--- src/sv/upd_pkg.sv ---
// Shared types, character constants and hex helpers for the URL percent decoder.
// Used by the front classifier, the group queue and the output sequencer.
package upd_pkg;

    localparam logic [7:0] CH_PERCENT = 8'h25;
    localparam logic [7:0] CH_PLUS    = 8'h2B;
    localparam logic [7:0] CH_SPACE   = 8'h20;

    // At most three decoded bytes come out of one input byte.
    localparam int unsigned GROUP_MAX = 3;

    // Decoded bytes caused by one input byte; cnt is 1..3 when queued.
    typedef struct packed {
        logic [1:0]                 cnt;
        logic [GROUP_MAX-1:0][7:0]  bytes;
        logic                       last;
    } upd_group_t;

    function automatic logic is_hex(input logic [7:0] c);
        return c inside {[8'h30:8'h39], [8'h41:8'h46], [8'h61:8'h66]};
    endfunction

    // Valid only for hex digit characters; letters of either case map to 10..15.
    function automatic logic [3:0] hex_nibble(input logic [7:0] c);
        logic [3:0] v;
        if (c[6])
        begin
            v = c[3:0] + 4'd9;
        end
        else
        begin
            v = c[3:0];
        end
        return v;
    endfunction

endpackage

--- src/sv/upd_in_if.sv ---
// Input channel of the URL percent decoder: one encoded byte per transfer.
// No dependencies.
interface upd_in_if;
    logic       valid;
    logic       ready;
    logic [7:0] in_byte;
    logic       in_last;

    modport source (output valid, output in_byte, output in_last, input ready);
    modport sink   (input valid, input in_byte, input in_last, output ready);
endinterface

--- src/sv/upd_out_if.sv ---
// Output channel of the URL percent decoder: one decoded byte per transfer.
// No dependencies.
interface upd_out_if;
    logic       valid;
    logic       ready;
    logic [7:0] out_byte;
    logic       out_last;

    modport source (output valid, output out_byte, output out_last, input ready);
    modport sink   (input valid, input out_byte, input out_last, output ready);
endinterface

--- src/sv/upd_front.sv ---
// Front end: accepts encoded bytes, tracks the escape state, builds result groups.
// Depends on upd_pkg and upd_in_if.
module upd_front (
    input  logic                clk,
    input  logic                rst_n,
    upd_in_if.sink              enc,
    input  logic                full,
    output logic                push,
    output upd_pkg::upd_group_t grp
);

    localparam logic [1:0] PH_IDLE    = 2'd0;
    localparam logic [1:0] PH_PERCENT = 2'd1;
    localparam logic [1:0] PH_DIGIT   = 2'd2;

    logic [1:0] phase_reg;
    logic [1:0] phase_next;
    logic [7:0] held_reg;
    logic [7:0] held_next;
    logic       accept;
    logic       consumed;
    logic       b_hex;

    function automatic upd_pkg::upd_group_t put(input upd_pkg::upd_group_t g,
                                                input logic [7:0] b);
        upd_pkg::upd_group_t r;
        r = g;
        if (r.cnt != 2'd3)
        begin
            r.bytes[r.cnt] = b;
            r.cnt          = r.cnt + 2'd1;
        end
        return r;
    endfunction

    assign enc.ready = !full;
    assign accept    = enc.valid && !full;
    assign b_hex     = upd_pkg::is_hex(enc.in_byte);

    always_comb
    begin
        grp        = '0;
        phase_next = PH_IDLE;
        held_next  = held_reg;
        consumed   = 1'b0;

        case (phase_reg)
            PH_PERCENT:
            begin
                if (b_hex)
                begin
                    held_next  = enc.in_byte;
                    phase_next = PH_DIGIT;
                    consumed   = 1'b1;
                end
                else
                begin
                    grp = put(grp, upd_pkg::CH_PERCENT);
                end
            end
            PH_DIGIT:
            begin
                if (b_hex)
                begin
                    grp = put(grp, {upd_pkg::hex_nibble(held_reg),
                                    upd_pkg::hex_nibble(enc.in_byte)});
                    consumed = 1'b1;
                end
                else
                begin
                    grp = put(grp, upd_pkg::CH_PERCENT);
                    grp = put(grp, held_reg);
                end
            end
            default:
            begin
                phase_next = PH_IDLE;
            end
        endcase

        if (!consumed)
        begin
            if (enc.in_byte == upd_pkg::CH_PERCENT)
            begin
                phase_next = PH_PERCENT;
            end
            else if (enc.in_byte == upd_pkg::CH_PLUS)
            begin
                grp = put(grp, upd_pkg::CH_SPACE);
            end
            else
            begin
                grp = put(grp, enc.in_byte);
            end
        end

        // End of string: flush whatever escape is still pending.
        if (enc.in_last)
        begin
            if (phase_next == PH_PERCENT)
            begin
                grp = put(grp, upd_pkg::CH_PERCENT);
            end
            else if (phase_next == PH_DIGIT)
            begin
                grp = put(grp, upd_pkg::CH_PERCENT);
                grp = put(grp, held_next);
            end
            phase_next = PH_IDLE;
        end
        grp.last = enc.in_last;
    end

    assign push = accept && (grp.cnt != 2'd0);

    always_ff @(posedge clk or negedge rst_n)
    begin
        if (!rst_n)
        begin
            phase_reg <= PH_IDLE;
            held_reg  <= 8'd0;
        end
        else if (accept)
        begin
            phase_reg <= phase_next;
            held_reg  <= held_next;
        end
    end

endmodule

--- src/sv/upd_queue.sv ---
// Small FIFO of result groups between the front end and the output sequencer.
// Depends on upd_pkg.
module upd_queue #(
    parameter int unsigned DEPTH = 4
) (
    input  logic                clk,
    input  logic                rst_n,
    input  logic                push,
    input  upd_pkg::upd_group_t wr_grp,
    output logic                full,
    input  logic                pop,
    output logic                head_valid,
    output upd_pkg::upd_group_t head_grp
);

    localparam int unsigned PW = (DEPTH > 1) ? $clog2(DEPTH) : 1;
    localparam int unsigned CW = $clog2(DEPTH + 1);
    localparam logic [PW-1:0] LAST_SLOT = PW'(DEPTH - 1);

    upd_pkg::upd_group_t slot_reg [DEPTH];
    logic [PW-1:0] wr_ptr_reg;
    logic [PW-1:0] wr_ptr_next;
    logic [PW-1:0] rd_ptr_reg;
    logic [PW-1:0] rd_ptr_next;
    logic [CW-1:0] count_reg;
    logic [CW-1:0] count_next;
    logic          do_push;
    logic          do_pop;

    assign full       = (count_reg == CW'(DEPTH));
    assign head_valid = (count_reg != '0);
    assign head_grp   = slot_reg[rd_ptr_reg];
    assign do_push    = push && !full;
    assign do_pop     = pop && head_valid;

    always_comb
    begin
        wr_ptr_next = wr_ptr_reg;
        rd_ptr_next = rd_ptr_reg;
        count_next  = count_reg;
        if (do_push)
        begin
            wr_ptr_next = (wr_ptr_reg == LAST_SLOT) ? '0 : wr_ptr_reg + 1'b1;
        end
        if (do_pop)
        begin
            rd_ptr_next = (rd_ptr_reg == LAST_SLOT) ? '0 : rd_ptr_reg + 1'b1;
        end
        if (do_push && !do_pop)
        begin
            count_next = count_reg + 1'b1;
        end
        else if (do_pop && !do_push)
        begin
            count_next = count_reg - 1'b1;
        end
    end

    always_ff @(posedge clk or negedge rst_n)
    begin
        if (!rst_n)
        begin
            wr_ptr_reg <= '0;
            rd_ptr_reg <= '0;
            count_reg  <= '0;
        end
        else
        begin
            wr_ptr_reg <= wr_ptr_next;
            rd_ptr_reg <= rd_ptr_next;
            count_reg  <= count_next;
        end
    end

    always_ff @(posedge clk)
    begin
        if (do_push)
        begin
            slot_reg[wr_ptr_reg] <= wr_grp;
        end
    end

endmodule

--- src/sv/upd_back.sv ---
// Back end: walks the head group one byte per transfer, pops it after its final byte.
// Depends on upd_pkg and upd_out_if.
module upd_back (
    input  logic                clk,
    input  logic                rst_n,
    input  logic                head_valid,
    input  upd_pkg::upd_group_t head_grp,
    output logic                pop,
    upd_out_if.source           dec
);

    logic [1:0] idx_reg;
    logic [1:0] idx_next;
    logic       at_end;
    logic       xfer;

    assign at_end       = (idx_reg == (head_grp.cnt - 2'd1));
    assign xfer         = head_valid && dec.ready;
    assign pop          = xfer && at_end;

    assign dec.valid    = head_valid;
    assign dec.out_byte = head_grp.bytes[idx_reg];
    assign dec.out_last = head_grp.last && at_end;

    always_comb
    begin
        idx_next = idx_reg;
        if (pop)
        begin
            idx_next = 2'd0;
        end
        else if (xfer)
        begin
            idx_next = idx_reg + 2'd1;
        end
    end

    always_ff @(posedge clk or negedge rst_n)
    begin
        if (!rst_n)
        begin
            idx_reg <= 2'd0;
        end
        else
        begin
            idx_reg <= idx_next;
        end
    end

endmodule

--- src/sv/url_percent_decoder.sv ---
// Streaming URL percent decoder. A result group is registered in the group queue and
// offered from its head. Throughput: one input byte per cycle while each yields at
// most one byte and the output stays ready; a byte that yields a group of two or
// three takes one output transfer per byte, and the group queue (QDEPTH groups)
// absorbs the burst. Reset: asynchronous, active low; clears the escape state, the
// queue and the output byte index. No configuration and no clearing pass.
module url_percent_decoder #(
    parameter int unsigned QDEPTH = 4
) (
    input  logic      clk,
    input  logic      rst_n,
    upd_in_if.sink    enc,
    upd_out_if.source dec
);

    // Front end classifies each byte and pushes the group of results it causes.
    upd_pkg::upd_group_t wr_grp;
    upd_pkg::upd_group_t head_grp;
    logic                push;
    logic                full;
    logic                pop;
    logic                head_valid;

    upd_front u_front (
        .clk   (clk),
        .rst_n (rst_n),
        .enc   (enc),
        .full  (full),
        .push  (push),
        .grp   (wr_grp)
    );

    // Groups wait here so input transfers keep going while the output stalls.
    upd_queue #(
        .DEPTH (QDEPTH)
    ) u_queue (
        .clk        (clk),
        .rst_n      (rst_n),
        .push       (push),
        .wr_grp     (wr_grp),
        .full       (full),
        .pop        (pop),
        .head_valid (head_valid),
        .head_grp   (head_grp)
    );

    // Back end serializes the head group onto the output channel.
    upd_back u_back (
        .clk        (clk),
        .rst_n      (rst_n),
        .head_valid (head_valid),
        .head_grp   (head_grp),
        .pop        (pop),
        .dec        (dec)
    );

endmodule
--- src/flat_wrapper.sv ---
// flat-port wrapper written by rule: the top's interface ports become plain ports
module url_percent_decoder_flat 
#(
    parameter int unsigned QDEPTH = 4
)
  (clk, rst_n, enc_valid, enc_in_byte, enc_in_last, enc_ready, dec_valid, dec_out_byte, dec_out_last, dec_ready);
  upd_in_if enc_i ();
  upd_out_if dec_i ();
  input  logic clk;
  input  logic rst_n;
  input wire logic [$bits(enc_i.valid)-1:0] enc_valid;
  input wire logic [$bits(enc_i.in_byte)-1:0] enc_in_byte;
  input wire logic [$bits(enc_i.in_last)-1:0] enc_in_last;
  output wire logic [$bits(enc_i.ready)-1:0] enc_ready;
  output wire logic [$bits(dec_i.valid)-1:0] dec_valid;
  output wire logic [$bits(dec_i.out_byte)-1:0] dec_out_byte;
  output wire logic [$bits(dec_i.out_last)-1:0] dec_out_last;
  input wire logic [$bits(dec_i.ready)-1:0] dec_ready;
  assign enc_i.valid = enc_valid;
  assign enc_i.in_byte = enc_in_byte;
  assign enc_i.in_last = enc_in_last;
  assign enc_ready = enc_i.ready;
  assign dec_valid = dec_i.valid;
  assign dec_out_byte = dec_i.out_byte;
  assign dec_out_last = dec_i.out_last;
  assign dec_i.ready = dec_ready;
  url_percent_decoder #(.QDEPTH(QDEPTH)) u_core (.clk(clk), .rst_n(rst_n), .enc(enc_i), .dec(dec_i));
endmodule
--- config.mk ---
export PLATFORM = sky130hd
export DESIGN_NAME = url_percent_decoder_flat
export DESIGN_NICKNAME = d
export VERILOG_FILES = /design/src/sv/upd_pkg.sv /design/src/sv/upd_in_if.sv /design/src/sv/upd_out_if.sv /design/src/sv/upd_front.sv /design/src/sv/upd_queue.sv /design/src/sv/upd_back.sv /design/src/sv/url_percent_decoder.sv /design/src/flat_wrapper.sv
export SDC_FILE = /design/constraint.sdc
export NUM_CORES = 1
export LEC_CHECK = 0
export ABC_CLOCK_PERIOD_IN_PS = 8300
export BUFFER_PORTS_ARGS = -buffer_cell sky130_fd_sc_hd__buf_4
export CAP_MARGIN = 20
export CORE_MARGIN = 2
export CORE_UTILIZATION = 60
export CTS_CLUSTER_DIAMETER = 30
export DETAILED_ROUTE_END_ITERATION = 10
export GPL_TIMING_DRIVEN = 1
export PLACE_DENSITY = 0.78
export REMOVE_ABC_BUFFERS = 1
export SLEW_MARGIN = 20
export SYNTH_ARGS = -nofsm -noshare
export SYNTH_HDL_FRONTEND = slang
export SYNTH_SLANG_ARGS = --single-unit
--- constraint.sdc ---
create_clock -name clk -period 8.3 [get_ports clk]
set_input_delay 0.415 -clock clk [delete_from_list [all_inputs] [get_ports clk]]
set_output_delay 0.415 -clock clk [all_outputs]
set_load 0.005 [all_outputs]
==> Flow_metrics.wiki <==
{| class="wikitable"
! Metric !! Value
|-
| Primary flip-flop cell chosen by synthesis mapping || sky130_fd_sc_hd__edfxtp_1
|-
| Largest net degree at the start of global routing || 31
|-
| Area of the die || 11100 um2
|-
| Total vias in the final route || 3891
|-
| Sum of net half-perimeters after detailed placement || between 8000 and 9000 um
|-
| Portion of netlist area occupied by mux cells || between 10% and 20%
|-
| XOR/XNOR Fraction of Synth Area || under 10%
|-
| Number of detailed-route iterations in the first pass || 6
|-
| Max rail drop VDD || between 0.00015 and 0.0002 V
|-
| Latest clock arrival within the worst-skew pair || roughly 0.52 ns
|-
| Number of setup buffers added after CTS || 0
|-
| Cells along the critical path || mux4_2, xnor2_1, nand2_1, o22ai_1, nand3_1, ha_1, inv_1, fa_1, mux2_2
|-
| Count of flip-flops with a built-in enable after synthesis || 108
|-
| Simple-gate area share of the yosys netlist || a little under 9%
|-
| Worst setup path class || register to register
|-
| Post-CTS sizing || 0
|-
| Chip height || 105 um
|-
| Worst-case clock skew || 0.00997 ns
|-
| Wire per inst || between 20 and 25 um
|-
| Most frequent cells in the layout || sky130_fd_sc_hd__edfxtp_1 (108), sky130_fd_sc_hd__buf_4 (29), sky130_fd_sc_hd__mux4_2 (27), sky130_fd_sc_hd__nand2_1 (24)
|-
| Register share of total power || around two fifths
|-
| Final nets || just under 500
|-
| Type of the tightest min-delay check || input pin to register
|-
| Worst setup SP type || register
|-
| Maximum level of the CTS H-tree || 4
|-
| Global router's overall resource usage || approximately a quarter
|-
| Post-DRT Antenna Nets || 0
|-
| N_diodes || 0
|-
| Aggregate routed wire length || about 13000 um
|-
| Setup repair after global routing missed its margin || false
|-
| Remaining global-route overflow || 0
|-
| Internal power || ~1.6 mW
|-
| CP Max Fanout || 30
|-
| Net load switching power || about 630 uW
|-
| Combinational fraction of design power || between 20% and 30%
|-
| Slowest CP cell || sky130_fd_sc_hd__dfrtp_2
|-
| Fin crit period || 3.53 ns
|-
| PwrDens || 316 nW/um2
|-
| Clock power share || 33.7%
|-
| Initial antenna violation count || 0
|-
| Syn_area_per_cell || about 14 um2
|-
| Slew HR || 37.0%
|-
| Clock slew at the register clock pins of the worst setup and hold paths || approximately 0.060 ns
|-
| Max Transition Viols Final || 0
|-
| Top-Level Pins || 24
|-
| Drt via density || 6.40
|-
| DRC violation total after the first TritonRoute iteration || 517
|-
| Post-route DRC || 0
|-
| Sequential area share after synthesis || 60.2%
|-
| Busiest metal layer after global routing || met2
|-
| Highest attainable clock frequency || 0.283 GHz
|-
| PnR worst setup slack || around 4.8 ns
|-
| Netlist area before placement || around 6200 um2
|-
| Dominant combinational cell family by area after synthesis || multiplexers
|-
| GR Layer Usage met1 || ~37%
|-
| Post-DP Area || 6480 um2
|-
| Deepest clock path buffer count || 2
|-
| Fraction of layout instances using a drive strength above 1 || roughly a quarter
|-
| Number of buffers inserted by port buffering || 23
|-
| Final worst path period share || 42.6%
|-
| Leading cell type in the layout, fill and taps excluded || sky130_fd_sc_hd__edfxtp_1
|-
| Maximum Capacitance Violations || 0
|-
| Compound-cell area share of the yosys netlist || 10.3%
|-
| Data arrival at the endpoint of the critical path || ~3.9 ns
|-
| Number of global-route vias before repair || between 3000 and 4000
|-
| Row cnt || 37
|-
| Worst path max stage delay || roughly 1 ns
|-
| Clk sinks || between 100 and 150
|-
| Async set-or-reset flop fraction in the synthesized netlist || ~15%
|-
| Cell variety after synth || 68
|-
| Final std cell area, no fill || around 7100 um2
|-
| Die X || roughly 110 um
|-
| GRT met3 Usage || between 4 and 5%
|-
| Initial core utilization || around 61%
|-
| Met2 Resource Use GR || roughly two fifths
|-
| LEAKAGE || ~2.6 nW
|-
| Post-route setup TNS || 0 ns
|-
| Flip-flop count of the largest register after layout || around 110
|-
| Number of warnings reported in the yosys synthesis log || 0
|-
| Library cell used as clock root buffer || sky130_fd_sc_hd__clkbuf_8
|-
| Std-Cell Core Area || 10100 um2
|-
| Status || complete, no violations
|-
| Clock buffers created by TritonCTS || 17
|-
| Worst Tran Pin Value || around 0.9 ns
|-
| Cell count after synthesis || about 440
|-
| Endpoint kind of the worst setup timing path || register
|-
| Required time of the worst setup path || 8.71 ns
|-
| Count of final setup violators || 0
|-
| Clock tree from TritonCTS || done
|-
| Number of inserted filler cells in the final layout || roughly 650
|-
| Gp weighted congestion || ~0.94
|-
| Number of synthesized register bits || approximately 130
|-
| Total count of hold-check failures in the final report || 0
|-
| Switching share of power || between 20% and 30%
|-
| Area growth from synthesis to layout || 14.9%
|-
| Post-Synth Adder-Cell Area || under 10%
|-
| Worst-case setup slack after placement || between 4 and 5 ns
|-
| First-pass GRT wire length || about 21000 um
|}
==> Yosys cell counts, types with 3 or more instances <==
cell	n	share of area, %
sky130_fd_sc_hd__xor2_1	4	0.57
sky130_fd_sc_hd__a32oi_1	3	0.43
sky130_fd_sc_hd__clkbuf_1	17	1.0
sky130_fd_sc_hd__buf_1	3	0.18
sky130_fd_sc_hd__o22ai_1	14	1.4
sky130_fd_sc_hd__edfxtp_1	108	53
sky130_fd_sc_hd__nand3b_1	3	0.36
sky130_fd_sc_hd__o211ai_1	4	0.49
sky130_fd_sc_hd__mux2i_1	10	1.6
sky130_fd_sc_hd__nor2b_1	3	0.30
sky130_fd_sc_hd__nand3_1	17	1.4
sky130_fd_sc_hd__nand4_1	3	0.30
sky130_fd_sc_hd__a21oi_1	11	0.89
sky130_fd_sc_hd__a22oi_1	3	0.36
sky130_fd_sc_hd__xnor2_1	5	0.71
sky130_fd_sc_hd__dfrtp_1	19	7.7
sky130_fd_sc_hd__a22o_1	3	0.43
sky130_fd_sc_hd__inv_1	21	1.3
sky130_fd_sc_hd__mux4_2	27	9.8
sky130_fd_sc_hd__nand2b_1	6	0.61
sky130_fd_sc_hd__nor2_1	21	1.3
sky130_fd_sc_hd__ha_1	13	2.6
sky130_fd_sc_hd__nor3_1	7	0.57
sky130_fd_sc_hd__nor3b_2	4	0.81
sky130_fd_sc_hd__a21o_1	4	0.49
sky130_fd_sc_hd__mux2_2	10	1.8
sky130_fd_sc_hd__and2_1	3	0.30
sky130_fd_sc_hd__buf_2	5	0.41
sky130_fd_sc_hd__o21ai_0	13	1.1
sky130_fd_sc_hd__nand2_1	24	1.5
==> metal layers <==
metal	part of all wire, %	wire length (um)
met5	0	0
met4	1.4	180
met3	7.3	963
met2	49	6490
met1	42	5520
==> critical path, delay by kind of cell (launching register included) <==
family	cells	cell delay (ns)
XOR/XNOR	1	0.20
AND/OR/NAND/NOR	2	0.30
AO/OA/AOI/OAI	1	0.32
multiplexers	2	0.87
flip-flops	1	0.98
adder cells (fa/ha/maj)	2	0.65
buffers and inverters	1	0.10
==> final cells by class <==
type	count	area, um2	area share (%)
clock buffers	19	422	5.94
clock inverters	13	186	2.63
multi-input cells	262	2290	32.3
inverters	21	78.8	1.11
repair buffers	30	228	3.21
flip-flops and latches	127	3720	52.4
well taps	136	170	2.40
==> kinds of logic (layout without fill, tap and decap cells) <==
logic type | Yosys count | count (layout)
AOI/OAI and AO/OA | 88 | 88
muxes | 47 | 47
and+or+nand+nor | 104 | 104
xor gates and xnor gates | 9 | 9
adders and majority gates | 14 | 14
DFF | 127 | 127
buffers and inverters | 47 | 83
==> through the flow <==
stage	util (%)	hold WS (ns)	std cells	power (mW)
global placement	63.9	0.306	575	1.49
finish	70.0	0.206	608	2.24
global route	70.0	0.186	608	2.35
CTS	70.0	0.183	608	2.27
floorplan	-	0.119	410	1.29
detailed placement	63.9	0.309	575	1.51
==> repair_timing <==
item | in CTS | in global routing
setup endpoints to repair | 0 | 0
hold buffers | 1 | 0
endpoints found under the hold margin | 19 | 0
==> final timing paths <==
kind / start / end / slack (ns) / cells past startpoint
worst max-delay path: u_core.u_queue.rd_ptr_reg[0] / u_core.u_queue.count_reg[1] / 4.77 / 9
worst min-delay path: enc_in_byte[4] / u_core.u_front.held_reg[4] / 0.21 / 2
worst max register to register: u_core.u_queue.rd_ptr_reg[0] / u_core.u_queue.count_reg[1] / 4.77 / 9
worst min register to register: u_core.u_queue.count_reg[2] / u_core.u_queue.count_reg[2] / 0.51 / 1
max in group asynchronous: rst_n / u_core.u_queue.rd_ptr_reg[0] / 7.74 / 2
min in group asynchronous: rst_n / u_core.u_back.idx_reg[0] / 0.32 / 2
==> power by group through the flow <==
stage	Clock [mW]	Combinational (mW)	Sequential [mW]
3_3_place_gp	0	0.566	0.923
6_report	0.755	0.573	0.915
2_1_floorplan	0	0.373	0.914
4_1_cts	0.766	0.581	0.918
5_1_grt	0.793	0.621	0.932
3_5_place_dp	0	0.576	0.931
(Power assumes the default switching activity.)
